<file path="src/design/vmu_pkg.sv">
// Shared types, widths and operation codes of the vector math unit.
`default_nettype none
package vmu_pkg;

  localparam int WORD_BITS = 32;
  localparam int FRAC_BITS = 16;
  localparam int OP_BITS   = 3;

  localparam logic [OP_BITS-1:0] OP_ADD   = 3'd0;
  localparam logic [OP_BITS-1:0] OP_SUB   = 3'd1;
  localparam logic [OP_BITS-1:0] OP_CROSS = 3'd2;
  localparam logic [OP_BITS-1:0] OP_LEN   = 3'd3;
  localparam logic [OP_BITS-1:0] OP_NORM  = 3'd4;

  localparam logic [WORD_BITS-1:0] SMAX = {1'b0, {(WORD_BITS-1){1'b1}}};
  localparam logic [WORD_BITS-1:0] SMIN = {1'b1, {(WORD_BITS-1){1'b0}}};

  typedef struct packed {
    logic [OP_BITS-1:0]          req_type;
    logic signed [WORD_BITS-1:0] ax;
    logic signed [WORD_BITS-1:0] ay;
    logic signed [WORD_BITS-1:0] az;
    logic signed [WORD_BITS-1:0] bx;
    logic signed [WORD_BITS-1:0] by;
    logic signed [WORD_BITS-1:0] bz;
  } req_t;

  typedef struct packed {
    logic signed [WORD_BITS-1:0] rx;
    logic signed [WORD_BITS-1:0] ry;
    logic signed [WORD_BITS-1:0] rz;
    logic [WORD_BITS-1:0]        magnitude;
    logic                        overflow;
    logic                        zero_length;
  } res_t;

  // What one component lane hands on after its two stages.
  typedef struct packed {
    logic [WORD_BITS-1:0]   vec;
    logic                   ovf;
    logic [2*WORD_BITS-1:0] sq;
    logic [WORD_BITS-1:0]   amag;
    logic                   aneg;
  } lane_t;

  // Per-request side data carried alongside the root and divider pipelines.
  typedef struct packed {
    logic [OP_BITS-1:0]          op;
    logic [2:0][WORD_BITS-1:0]   vec;
    logic                        ovf;
    logic [2:0][WORD_BITS-1:0]   amag;
    logic [2:0]                  aneg;
  } side_t;

endpackage
`default_nettype wire

</file>
<file path="src/design/vmu_sqrt.sv">
// Pipelined integer square root, one root bit per stage.
`default_nettype none
module vmu_sqrt (
  input  wire logic                               clk,
  input  wire logic [2*vmu_pkg::WORD_BITS-1:0]    rad,
  output logic [vmu_pkg::WORD_BITS-1:0]           root
);
  localparam int W = vmu_pkg::WORD_BITS;

  logic [W+1:0]   rem_q  [W];
  logic [W-1:0]   root_q [W];
  logic [2*W-1:0] rad_q  [W];
  logic [W+1:0]   rem_d  [W];
  logic [W-1:0]   root_d [W];
  logic [2*W-1:0] rad_d  [W];

  always_comb begin
    for (int i = 0; i < W; i++) begin
      logic [W+1:0]   rem_p;
      logic [W-1:0]   root_p;
      logic [2*W-1:0] rad_p;
      logic [W+3:0]   cur;
      logic [W+3:0]   trial;
      if (i == 0) begin
        rem_p  = '0;
        root_p = '0;
        rad_p  = rad;
      end else begin
        rem_p  = rem_q[i-1];
        root_p = root_q[i-1];
        rad_p  = rad_q[i-1];
      end
      cur   = {rem_p, rad_p[2*W-1:2*W-2]};
      trial = {2'b00, root_p, 2'b01};
      if (cur >= trial) begin
        rem_d[i]  = (W+2)'(cur - trial);
        root_d[i] = {root_p[W-2:0], 1'b1};
      end else begin
        rem_d[i]  = (W+2)'(cur);
        root_d[i] = {root_p[W-2:0], 1'b0};
      end
      rad_d[i] = {rad_p[2*W-3:0], 2'b00};
    end
  end

  always_ff @(posedge clk) begin
    for (int i = 0; i < W; i++) begin
      rem_q[i]  <= rem_d[i];
      root_q[i] <= root_d[i];
      rad_q[i]  <= rad_d[i];
    end
  end

  assign root = root_q[W-1];

endmodule
`default_nettype wire

</file>
<file path="config.mk">
export PLATFORM = sky130hd
export DESIGN_NAME = vmu_sqrt
export DESIGN_NICKNAME = d
export VERILOG_FILES = /design/src/design/vmu_pkg.sv /design/src/design/vmu_sqrt.sv
export SDC_FILE = /design/constraint.sdc
export NUM_CORES = 2
export LEC_CHECK = 0
export BUFFER_PORTS_ARGS = -buffer_cell sky130_fd_sc_hd__buf_2
export CAP_MARGIN = 10
export CORE_ASPECT_RATIO = 1.1
export CORE_MARGIN = 8
export CORE_UTILIZATION = 29
export CTS_BUF_LIST = sky130_fd_sc_hd__clkbuf_4 sky130_fd_sc_hd__clkbuf_8
export DETAILED_ROUTE_END_ITERATION = 7
export SETUP_SLACK_MARGIN = 0.4
export SYNTH_ARGS = -nofsm -noshare
export SYNTH_HDL_FRONTEND = slang
export SYNTH_MEMORY_MAX_BITS = 65536
export SYNTH_SLANG_ARGS = --single-unit
export TNS_END_PERCENT = 50
</file>
<file path="constraint.sdc">
create_clock -name clk -period 6.9 [get_ports clk]
set_clock_uncertainty 0.15 [all_clocks]
set_input_delay 0.345 -clock clk [delete_from_list [all_inputs] [get_ports clk]]
set_output_delay 0.345 -clock clk [all_outputs]
set_load 0.02 [all_outputs]
</file>
==> results.json <==
{
  "status": "complete, no violations",
  "drive_above_1_share": 0.0993,
  "cts_buffers": 404,
  "cts_htree_levels": 5,
  "grt_max_degree": 63,
  "cts-resized-gates": 0,
  "p_int_mw": 27.7,
  "maxCapViolations": 0,
  "avgSynthCellArea_sq_um": 10.1,
  "setup_viol": 0,
  "p_leak_nw": 49.7,
  "reg2reg_to": "rem_q[1][415]",
  "cp.buffers_inverters": 2,
  "pin_count": 97,
  "hold_class": "flip-flop to flip-flop",
  "num-fill-cells": 32100,
  "drv_slew": 0,
  "crit_chain": "inv_1 -> ha_1 -> o211ai_1 -> a21oi_1 -> o21ai_0 -> a2111oi_0 -> nor3_1 -> nor2_4 -> buf_4 -> mux2_2",
  "drt_wl_total_microns": 189000,
  "r2r_cells": 10,
  "synth.area.top_cells": "dfxtp_1, ha_1, xnor2_1, xor2_1, a21oi_1",
  "timing.fmax_ghz": 0.236,
  "cts_root_buf": "clkbuf_8",
  "initial_core_util": 0.291,
  "max_slew_margin": 0.216,
  "hold_start": "rad_q[1][554]",
  "numClockSinks": 2523,
  "syn_nets": 9767,
  "overflow": 0,
  "regArea_sq_um": 50500,
  "multiInputGateArea_sq_um": 38700,
  "yosys_warnings": 0,
  "peakVddDrop_mv": 0.211,
  "wl_per_cell_microns": 13.4,
  "clk-insertion-delay-late_ns": 1.04,
  "antenna_found_initial": 4,
  "clk_transition_reported_paths_ns": 0.06,
  "yosys.area.top_type": "dfxtp_1",
  "fin_crit_ns": 4.23,
  "cts_tree": "built",
  "period_share": 0.614,
  "cp-end-kind": "flip-flop",
  "die_h_microns": 608,
  "whs_path_depth": 0,
  "p_clk_frac": 0.355,
  "crit_slowest_cell": "a2111oi_0",
  "track_usage": 0.108,
  "arrival_ns": 5.00,
  "die_w_microns": 554,
  "ys.flop_type": "dfxtp_1",
  "num_vias": 62400,
  "yosysTopAreaCellShare": 0.547,
  "slowest_delay_ns": 0.88,
  "post-dp-hpwl_microns": 140000,
  "reg2reg_from": "root_q[1][355]",
  "layout.nets": 10200,
  "gp_congestion": 0.861,
  "clk_path_buf_depth": 4,
  "synth_async_sr_flop_share": 0,
  "grt_pass1_wl_microns": 307000,
  "grt_pass1_vias": 62500,
  "synth_cell_types": 99,
  "core_sq_um": 317000,
  "crit_fanout": 38,
  "crit_type": "flip-flop to flip-flop",
  "crit_required_ns": 7.67,
  "die-area_sq_um": 337000,
  "pwr-share-seq": 0.488,
  "syn-instance-count": 9140,
  "seq_area_frac_synth": 0.547,
  "p_per_area_nw_per_um2": 356,
  "drc_errors": 0,
  "rrSetupSlack_ns": 2.67,
  "routed_via_density": 4.42,
  "crit_start": "root_q[1][355]",
  "num_rows": 217,
  "cp-start-kind": "flip-flop",
  "ant_nets": 0,
  "tightest_slew_ns": 1.17,
  "finalHoldViolCount": 0,
  "syn_area_sq_um": 92400,
  "synth_edf_count": 0,
  "total_power_mw": 38.5,
  "hold_end": "rad_q[1][618]",
  "first_iter_violations": 2829,
  "p_switching_mw": 10.8,
  "ys_ff_latch": 2523,
  "critPathTopFamily": "compound AO/OA/AOI/OAI gates",
  "area_growth_pct": 16.8,
  "io_buffers": 96,
  "finalSetupTns_ns": 0,
  "firstDrtPassIters": 6,
  "switching_share": 0.281,
  "rsz0062_at_grt": "no",
  "pwr-share-comb": 0.157
}
-- how the worst max path moves through the flow --
stage	endpoint	slack, ns	cells after the start
after floorplan	rem_q[1][277]	3.75	11
after global placement	rem_q[1][415]	2.55	10
after detailed placement	rem_q[1][415]	2.54	10
after CTS	rem_q[1][415]	2.51	10
after global routing	rem_q[1][30]	2.24	12
final	rem_q[1][415]	2.67	10
-- cells in the mapped netlist (all sizes together) (27+ instances only) --
| library cell | number |
|---|---|
| dfxtp | 2523 |
| a31oi | 41 |
| o21bai | 47 |
| or4 | 54 |
| o21a | 77 |
| and4 | 27 |
| nand2 | 694 |
| and3 | 49 |
| nor2 | 530 |
| and2 | 29 |
| inv | 700 |
| nor2b | 73 |
| xnor2 | 436 |
| a21o | 255 |
| ha | 562 |
| nand4 | 113 |
| or3 | 75 |
| o31ai | 48 |
| nand2b | 112 |
| clkbuf | 161 |
| nor3 | 231 |
| xor2 | 425 |
| a211oi | 64 |
| nand3 | 146 |
| mux2 | 51 |
| o21ai | 547 |
| nand3b | 28 |
| o211ai | 30 |
| nor4 | 125 |
| a21oi | 539 |
| or2 | 39 |
-- what timing repair did --
action / 4_1_cts / 5_1_grt
endpoints found under the setup margin: 0 / 0
buffers inserted: 0 / 0
hold endpoints to repair: 65 / 0
hold buffers: 129 / 0
-- flip-flops by register name, indices dropped and copies added (netlist names) --
| register | count |
|---|---|
| rad_q | 992 |
| rem_q | 1003 |
| root_q | 528 |
-- routing by layer --
layer	global-route usage	wire length [microns]
met1	0.123	81000
met2	0.190	89900
met3	0.0213	8510
met4	0.0535	9030
met5	0	0
-- placed cells by master (no fill, tap or decap), types with 30 or more instances in the layout --
master         instances
nor4_1               121
o211ai_1              30
ha_1                 562
nand2b_1             111
o31ai_1               46
a211oi_1              62
inv_1                694
mux2_2                51
clkbuf_8             504
or3_1                 75
nor2_1               526
xor2_1               425
a31oi_1               40
o21ai_0              532
or4_1                 54
clkinv_2              50
dlygate4sd3_1        129
clkbuf_4             120
nand3_1              146
buf_2                 96
nor3_1               227
o21bai_1              47
o21a_1                77
a21oi_1              539
xnor2_1              436
nand2_1              694
or2_2                 37
and3_1                49
a21o_1               255
dfxtp_1             2523
nand4_1              112
nor2b_1               72
-- metrics by stage --
stage | std cells | cell area (sq um) | util | setup slack (ns) | hold slack [ns]
detailed placement | 13200 | 97700 | 0.308 | 2.54 | 0.162
floorplan | 9140 | 92400 | - | 3.75 | 0.160
global route | 14100 | 108000 | 0.340 | 2.24 | 0.104
finish | 14100 | 108000 | 0.340 | 2.67 | 0.0911
CTS | 14100 | 108000 | 0.340 | 2.51 | 0.0898
global placement | 13200 | 97700 | 0.308 | 2.55 | 0.160
-- power by group through the flow --
stage	Combinational, mW	Clock [mW]	Sequential, mW
after floorplan	4.81	0	18.4
after global placement	5.92	0	19.1
after detailed placement	5.95	0	19.1
after CTS	6.04	14.3	18.8
after global routing	6.82	14.9	19.1
final	6.03	13.7	18.8
-- final cells by class --
cell class                 count  share of cell area
clock buffer                 624              0.0726
sequential                  2523               0.468
tap                         4161              0.0482
timing repair buffer         251              0.0182
clock inverter                99              0.0105
antenna                        7            0.000162
multi-input combinational   5736               0.358
inverter                     701              0.0244
-- logic make-up after synthesis --
group	after synthesis	share of synthesized area
multiplexers	67	0.00795
adder cells (fa/ha/maj)	562	0.0761
AND/OR/NAND/NOR	2396	0.129
flip-flops	2523	0.547
buffers and inverters	881	0.0360
other	1	0.0000406
XOR/XNOR	861	0.0816
AO/OA/AOI/OAI	1849	0.123
(Power assumes the default switching activity.)
