`src/design/vmu_pkg.sv`:
```
// Shared types, widths and operation codes of the vector math unit.
`default_nettype none
package vmu_pkg;

  localparam int WORD_BITS = 32;
  localparam int FRAC_BITS = 16;
  localparam int OP_BITS   = 3;

  localparam logic [OP_BITS-1:0] OP_ADD   = 3'd0;
  localparam logic [OP_BITS-1:0] OP_SUB   = 3'd1;
  localparam logic [OP_BITS-1:0] OP_CROSS = 3'd2;
  localparam logic [OP_BITS-1:0] OP_LEN   = 3'd3;
  localparam logic [OP_BITS-1:0] OP_NORM  = 3'd4;

  localparam logic [WORD_BITS-1:0] SMAX = {1'b0, {(WORD_BITS-1){1'b1}}};
  localparam logic [WORD_BITS-1:0] SMIN = {1'b1, {(WORD_BITS-1){1'b0}}};

  typedef struct packed {
    logic [OP_BITS-1:0]          req_type;
    logic signed [WORD_BITS-1:0] ax;
    logic signed [WORD_BITS-1:0] ay;
    logic signed [WORD_BITS-1:0] az;
    logic signed [WORD_BITS-1:0] bx;
    logic signed [WORD_BITS-1:0] by;
    logic signed [WORD_BITS-1:0] bz;
  } req_t;

  typedef struct packed {
    logic signed [WORD_BITS-1:0] rx;
    logic signed [WORD_BITS-1:0] ry;
    logic signed [WORD_BITS-1:0] rz;
    logic [WORD_BITS-1:0]        magnitude;
    logic                        overflow;
    logic                        zero_length;
  } res_t;

  // What one component lane hands on after its two stages.
  typedef struct packed {
    logic [WORD_BITS-1:0]   vec;
    logic                   ovf;
    logic [2*WORD_BITS-1:0] sq;
    logic [WORD_BITS-1:0]   amag;
    logic                   aneg;
  } lane_t;

  // Per-request side data carried alongside the root and divider pipelines.
  typedef struct packed {
    logic [OP_BITS-1:0]          op;
    logic [2:0][WORD_BITS-1:0]   vec;
    logic                        ovf;
    logic [2:0][WORD_BITS-1:0]   amag;
    logic [2:0]                  aneg;
  } side_t;

endpackage
`default_nettype wire

```
`src/design/vmu_div.sv`:
```
// Pipelined restoring divider giving magnitude times two to the fraction width over the root.
`default_nettype none
module vmu_div (
  input  wire logic                            clk,
  input  wire logic [vmu_pkg::WORD_BITS-1:0]   num,
  input  wire logic [vmu_pkg::WORD_BITS-1:0]   den,
  output logic [vmu_pkg::FRAC_BITS:0]          quo,
  output logic [vmu_pkg::WORD_BITS-1:0]        den_out
);
  localparam int W    = vmu_pkg::WORD_BITS;
  localparam int F    = vmu_pkg::FRAC_BITS;
  localparam int NSTG = F + 1;

  logic [W:0]   r_q [NSTG];
  logic [F:0]   q_q [NSTG];
  logic [W-1:0] d_q [NSTG];
  logic [W:0]   r_d [NSTG];
  logic [F:0]   q_d [NSTG];
  logic [W-1:0] d_d [NSTG];

  always_comb begin
    for (int j = 0; j < NSTG; j++) begin
      logic [W:0] r_in;
      logic [F:0] q_in;
      logic       ge;
      if (j == 0) begin
        r_in   = {1'b0, num};
        q_in   = '0;
        d_d[j] = den;
      end else begin
        r_in   = {r_q[j-1][W-1:0], 1'b0};
        q_in   = q_q[j-1];
        d_d[j] = d_q[j-1];
      end
      ge     = r_in >= {1'b0, d_d[j]};
      r_d[j] = ge ? r_in - {1'b0, d_d[j]} : r_in;
      q_d[j] = {q_in[F-1:0], ge};
    end
  end

  always_ff @(posedge clk) begin
    for (int j = 0; j < NSTG; j++) begin
      r_q[j] <= r_d[j];
      q_q[j] <= q_d[j];
      d_q[j] <= d_d[j];
    end
  end

  assign quo     = q_q[NSTG-1];
  assign den_out = d_q[NSTG-1];

endmodule
`default_nettype wire

```
`config.mk`:
```
export PLATFORM = sky130hd
export DESIGN_NAME = vmu_div
export DESIGN_NICKNAME = d
export VERILOG_FILES = /design/src/design/vmu_pkg.sv /design/src/design/vmu_div.sv
export SDC_FILE = /design/constraint.sdc
export NUM_CORES = 2
export LEC_CHECK = 0
export ABC_CLOCK_PERIOD_IN_PS = 10900
export BUFFER_PORTS_ARGS = -buffer_cell sky130_fd_sc_hd__buf_2
export CAP_MARGIN = 20
export CORE_AREA = 2 2 296 298
export CTS_CLUSTER_SIZE = 40
export DETAILED_ROUTE_END_ITERATION = 8
export DIE_AREA = 0 0 298 300
export MAX_ROUTING_LAYER = met4
export PLACE_DENSITY = 0.86
export SLEW_MARGIN = 20
export SYNTH_ARGS = -nofsm -noshare
export SYNTH_HDL_FRONTEND = slang
export SYNTH_SLANG_ARGS = --single-unit
```
`constraint.sdc`:
```
create_clock -name clk -period 10.9 [get_ports clk]
set_clock_uncertainty 0.15 [all_clocks]
set_input_delay 0.545 -clock clk [delete_from_list [all_inputs] [get_ports clk]]
set_output_delay 0.545 -clock clk [all_outputs]
set_load 0.005 [all_outputs]
```
==> summary.md <==
| Metric | Value |
|---|---|
| Main combinational cell family by area after synthesis | compound AO/OA/AOI/OAI gates |
| Synth warn | 0 |
| Synthesized flop and latch total | roughly 1,200 |
| Hold_ws | approximately 0.17 ns |
| NumNets Final | between 7,000 and 8,000 |
| Via count of the first global-routing pass | between 40,000 and 50,000 |
| Max Cap Viol | 0 |
| DRC | 0 |
| ANT nets after route | 0 |
| Seq/Total Area, Yosys | 41.5% |
| Post-DP HPWL | 109,000 um |
| Vias | approximately 46,000 |
| Combinational Power Share | between 50% and 60% |
| H-tree depth | 3 |
| Wirelength per Cell | about 18 um |
| Total Routed Length | approximately 140,000 um |
| Setup TNS | 0 ns |
| Worst-path clk slew | 0.06 ns |
| Clock Path Buffers | 3 |
| Placement Cell Area | around 60,000 um2 |
| CTS tree | yes |
| Antenna violations before repair | 2 |
| Ratio of cells with drive above 1 in the final layout | 8.81% |
| Ys async rst share | 0% |
| Vias per cell | roughly 5.8 |
| PnR Total Power | between 20 and 25 mW |
| Main synth FF type | dfxtp_1 |
| Total Routing Usage GR | between 30 and 40% |
| Max rail drop VDD | about 0.18 mV |
| Final Setup Violations | 0 |
| Synth Area in Compound Gates | between 10% and 20% |
| First-pass DRT Iterations | 6 |
| GP Congestion | around 0.99 |
| Mux share of post-synthesis cell area | just over 4% |
| Hold Vio Cnt, Final | 0 |
| Fin cells | slightly below 8,000 |
| Synth unique cells | slightly below 90 |
| Synth Area per Inst | 9.06 um2 |
| Adder-Cell Fraction of Synth Area | approximately 12% |
| Post-synthesis xor/xnor area fraction | about 6.4% |
| Die width | a little under 300 um |
| Core footprint | 86,200 um2 |
| Drt first-iter violations | between 2,000 and 2,500 |
| Die Y | 300 um |
| Worst skew pair latency | roughly 0.74 ns |
| Syn Nets | slightly above 7,000 |
| Mapped Area | ~60,000 um2 |
| CP Class | reg2reg |
| RSZ-0062 raised after global routing | false |
| Worst path required time | 11.35 ns |
| Cell area after layout | ~65,000 um2 |
| Worst slew margin | around 24% |
| Global-route wire length before repair | roughly 230,000 um |
| Fmax | 0.222 GHz |
| Psw | between 8 and 9 mW |
| Initial Util | around two thirds |
| Post-synth EDFFs | 0 |
| FP Rows | roughly 110 |
| Total CTS buffers | about 120 |
| Power per cell area | 341 nW/um2 |
| Worst min-delay path class | reg2reg |
| Die Area | roughly 89,000 um2 |
| Switching Fraction | between 30% and 40% |
| P_leak | roughly 31 nW |
| Simple-Gate Fraction of Synth Area | around an eighth |
| Status | finished clean |
| Critical path arrival | roughly 5.0 ns |
| Seq pwr share | just under 30% |
| Internal power | approximately 13 mW |
| Max Transition Viols Final | 0 |
| # clock sinks | around 1,200 |
| Area grow syn2layout | 11.0% |
| Inst Count DP | ~7,600 |
| Measured slew at the worst slew-check pin | between 1 and 1.5 ns |
| Clock share of power | about a fifth |
| Period minus WS final | 4.51 ns |
| Largest net degree at the start of global routing | slightly above 60 |
| I/O Pins | ~110 |
| Crit path capture type | flip-flop |
| Final period util | 41.4% |
| GRT overflow | 0 |
| Root buf cell | clkbuf_16 |
| I/O Buffers | approximately 110 |
| Setup crit start kind | flip-flop |
| Synth Instances | about 6,400 |
| CP Max Fanout | 33 |
## path summary, 6_finish.rpt
check                                    startpoint                   to  slack, ns  depth (start not counted)
worst max register to register  d_q[0][321]$_DFF_P_  r_q[0][389]$_DFF_P_       6.39                         13
worst max-delay path            d_q[0][321]$_DFF_P_  r_q[0][389]$_DFF_P_       6.39                         13
worst min-delay path            q_q[0][188]$_DFF_P_  q_q[0][206]$_DFF_P_       0.17                          0
worst min register to register  q_q[0][188]$_DFF_P_  q_q[0][206]$_DFF_P_       0.17                          0
## repair_timing
item	in CTS	in global routing
hold buffers	64	0
hold endpoints to repair	64	0
endpoints found under the setup margin	0	0
gates resized for setup	0	0
setup buffers	0	0
## layout make-up
type | instances | area [um2]
antenna | 3 | 7.51
clock buffer | 155 | 3350
clock inverter | 65 | 898
fill | 6004 | 21400
inverter | 689 | 2590
multi-input combinational | 4374 | 31000
sequential | 1209 | 24200
tap | 1155 | 1450
timing repair buffer | 193 | 1350
## cell usage in the layout, fill, tap and decap left out, drive strengths merged, types with 36 or more instances in the layout
cell type / n
a211oi: 46
a21o: 286
a21oi: 579
a31oi: 54
and2: 36
and3: 37
buf: 129
clkbuf: 155
dfxtp: 1209
dlygate4sd3: 64
ha: 543
inv: 693
mux2: 196
nand2: 403
nand2b: 77
nand3: 112
nand4: 108
nor2: 409
nor2b: 82
nor3: 86
o21a: 78
o21ai: 407
o21bai: 63
o31ai: 38
xnor2: 263
xor2: 166
## worst max-delay path: stages, from the launching register on
cell and delay, ns:
dfxtp_1 0.37, inv_1 0.07, ha_1 0.30, nor2b_1 0.18
o21ai_1 0.10, a21boi_1 0.23, o21ai_1 0.13, a21oi_1 0.33
o21ai_1 0.30, o31a_1 0.41, o21ai_1 0.19, nand4_1 0.47
and2_2 0.70, o41ai_1 0.46
## power by group through the flow
| stage | Combinational, mW | Clock, mW | Sequential, mW |
|---|---|---|---|
| 2_1_floorplan | 8.61 | 0 | 6.38 |
| 3_3_place_gp | 10.6 | 0 | 6.59 |
| 3_5_place_dp | 10.8 | 0 | 6.64 |
| 4_1_cts | 11.0 | 4.40 | 6.56 |
| 5_1_grt | 12.3 | 4.60 | 6.70 |
| 6_report | 11.1 | 4.36 | 6.58 |
## cells in the mapped netlist (all sizes together) (9+ instances only)
cell | instances | area (um2)
o22ai | 9 | 56.3
nand2 | 403 | 1510
clkbuf | 129 | 484
a21oi | 579 | 2900
nor2b | 82 | 513
and4 | 13 | 114
a31o | 13 | 114
a31oi | 54 | 344
nor4 | 19 | 119
dfxtp | 1209 | 24200
and3 | 37 | 231
buf | 39 | 239
fa | 16 | 320
ha | 543 | 6790
a211oi | 46 | 355
a21o | 286 | 2150
nand2b | 77 | 482
a211o | 11 | 96.3
a21boi | 29 | 218
inv | 689 | 2590
nand4 | 108 | 676
xnor2 | 263 | 2300
mux2i | 9 | 90.1
mux2 | 196 | 2260
o21bai | 63 | 473
o211ai | 26 | 195
nor2 | 409 | 1540
o31ai | 38 | 285
o21a | 78 | 586
or3 | 23 | 144
nand3 | 112 | 561
o21ai | 407 | 2040
xor2 | 166 | 1450
a221oi | 14 | 129
nor3 | 86 | 430
o41ai | 10 | 95.1
or2 | 15 | 93.8
and2 | 36 | 225
## registers in the layout, summed over array words and instances, names as in the netlist
| name | count |
|---|---|
| r_q | 512 |
| d_q | 544 |
| q_q | 153 |
## cells by family (layout without fill, tap and decap cells)
kind of cell	Yosys count	after routing
xor gates and xnor gates	429	429
DFF	1209	1209
buffers and inverters	857	1102
adders and majority gates	559	559
other	0	3
AOI/OAI and AO/OA	1733	1733
and+or+nand+nor	1448	1448
muxes	205	205
## layer usage
metal,global-route usage [%],part of all wire [%],vias to the layer above
li1,-,-,22600
met2,65.2,55,1337
met5,-,0,-
met1,26.7,33,21300
met4,24.4,8.4,0
met3,3.61,3.2,578
## per-stage QoR
| step | utilization (%) | setup slack (ns) |
|---|---|---|
| 2_1_floorplan | - | 7.46 |
| 3_3_place_gp | 69.4 | 6.36 |
| 3_5_place_dp | 69.4 | 6.47 |
| 4_1_cts | 75.1 | 6.41 |
| 5_1_grt | 75.2 | 6.18 |
| 6_report | 75.2 | 6.39 |
No activity file was read; power rests on OpenSTA's default activity.
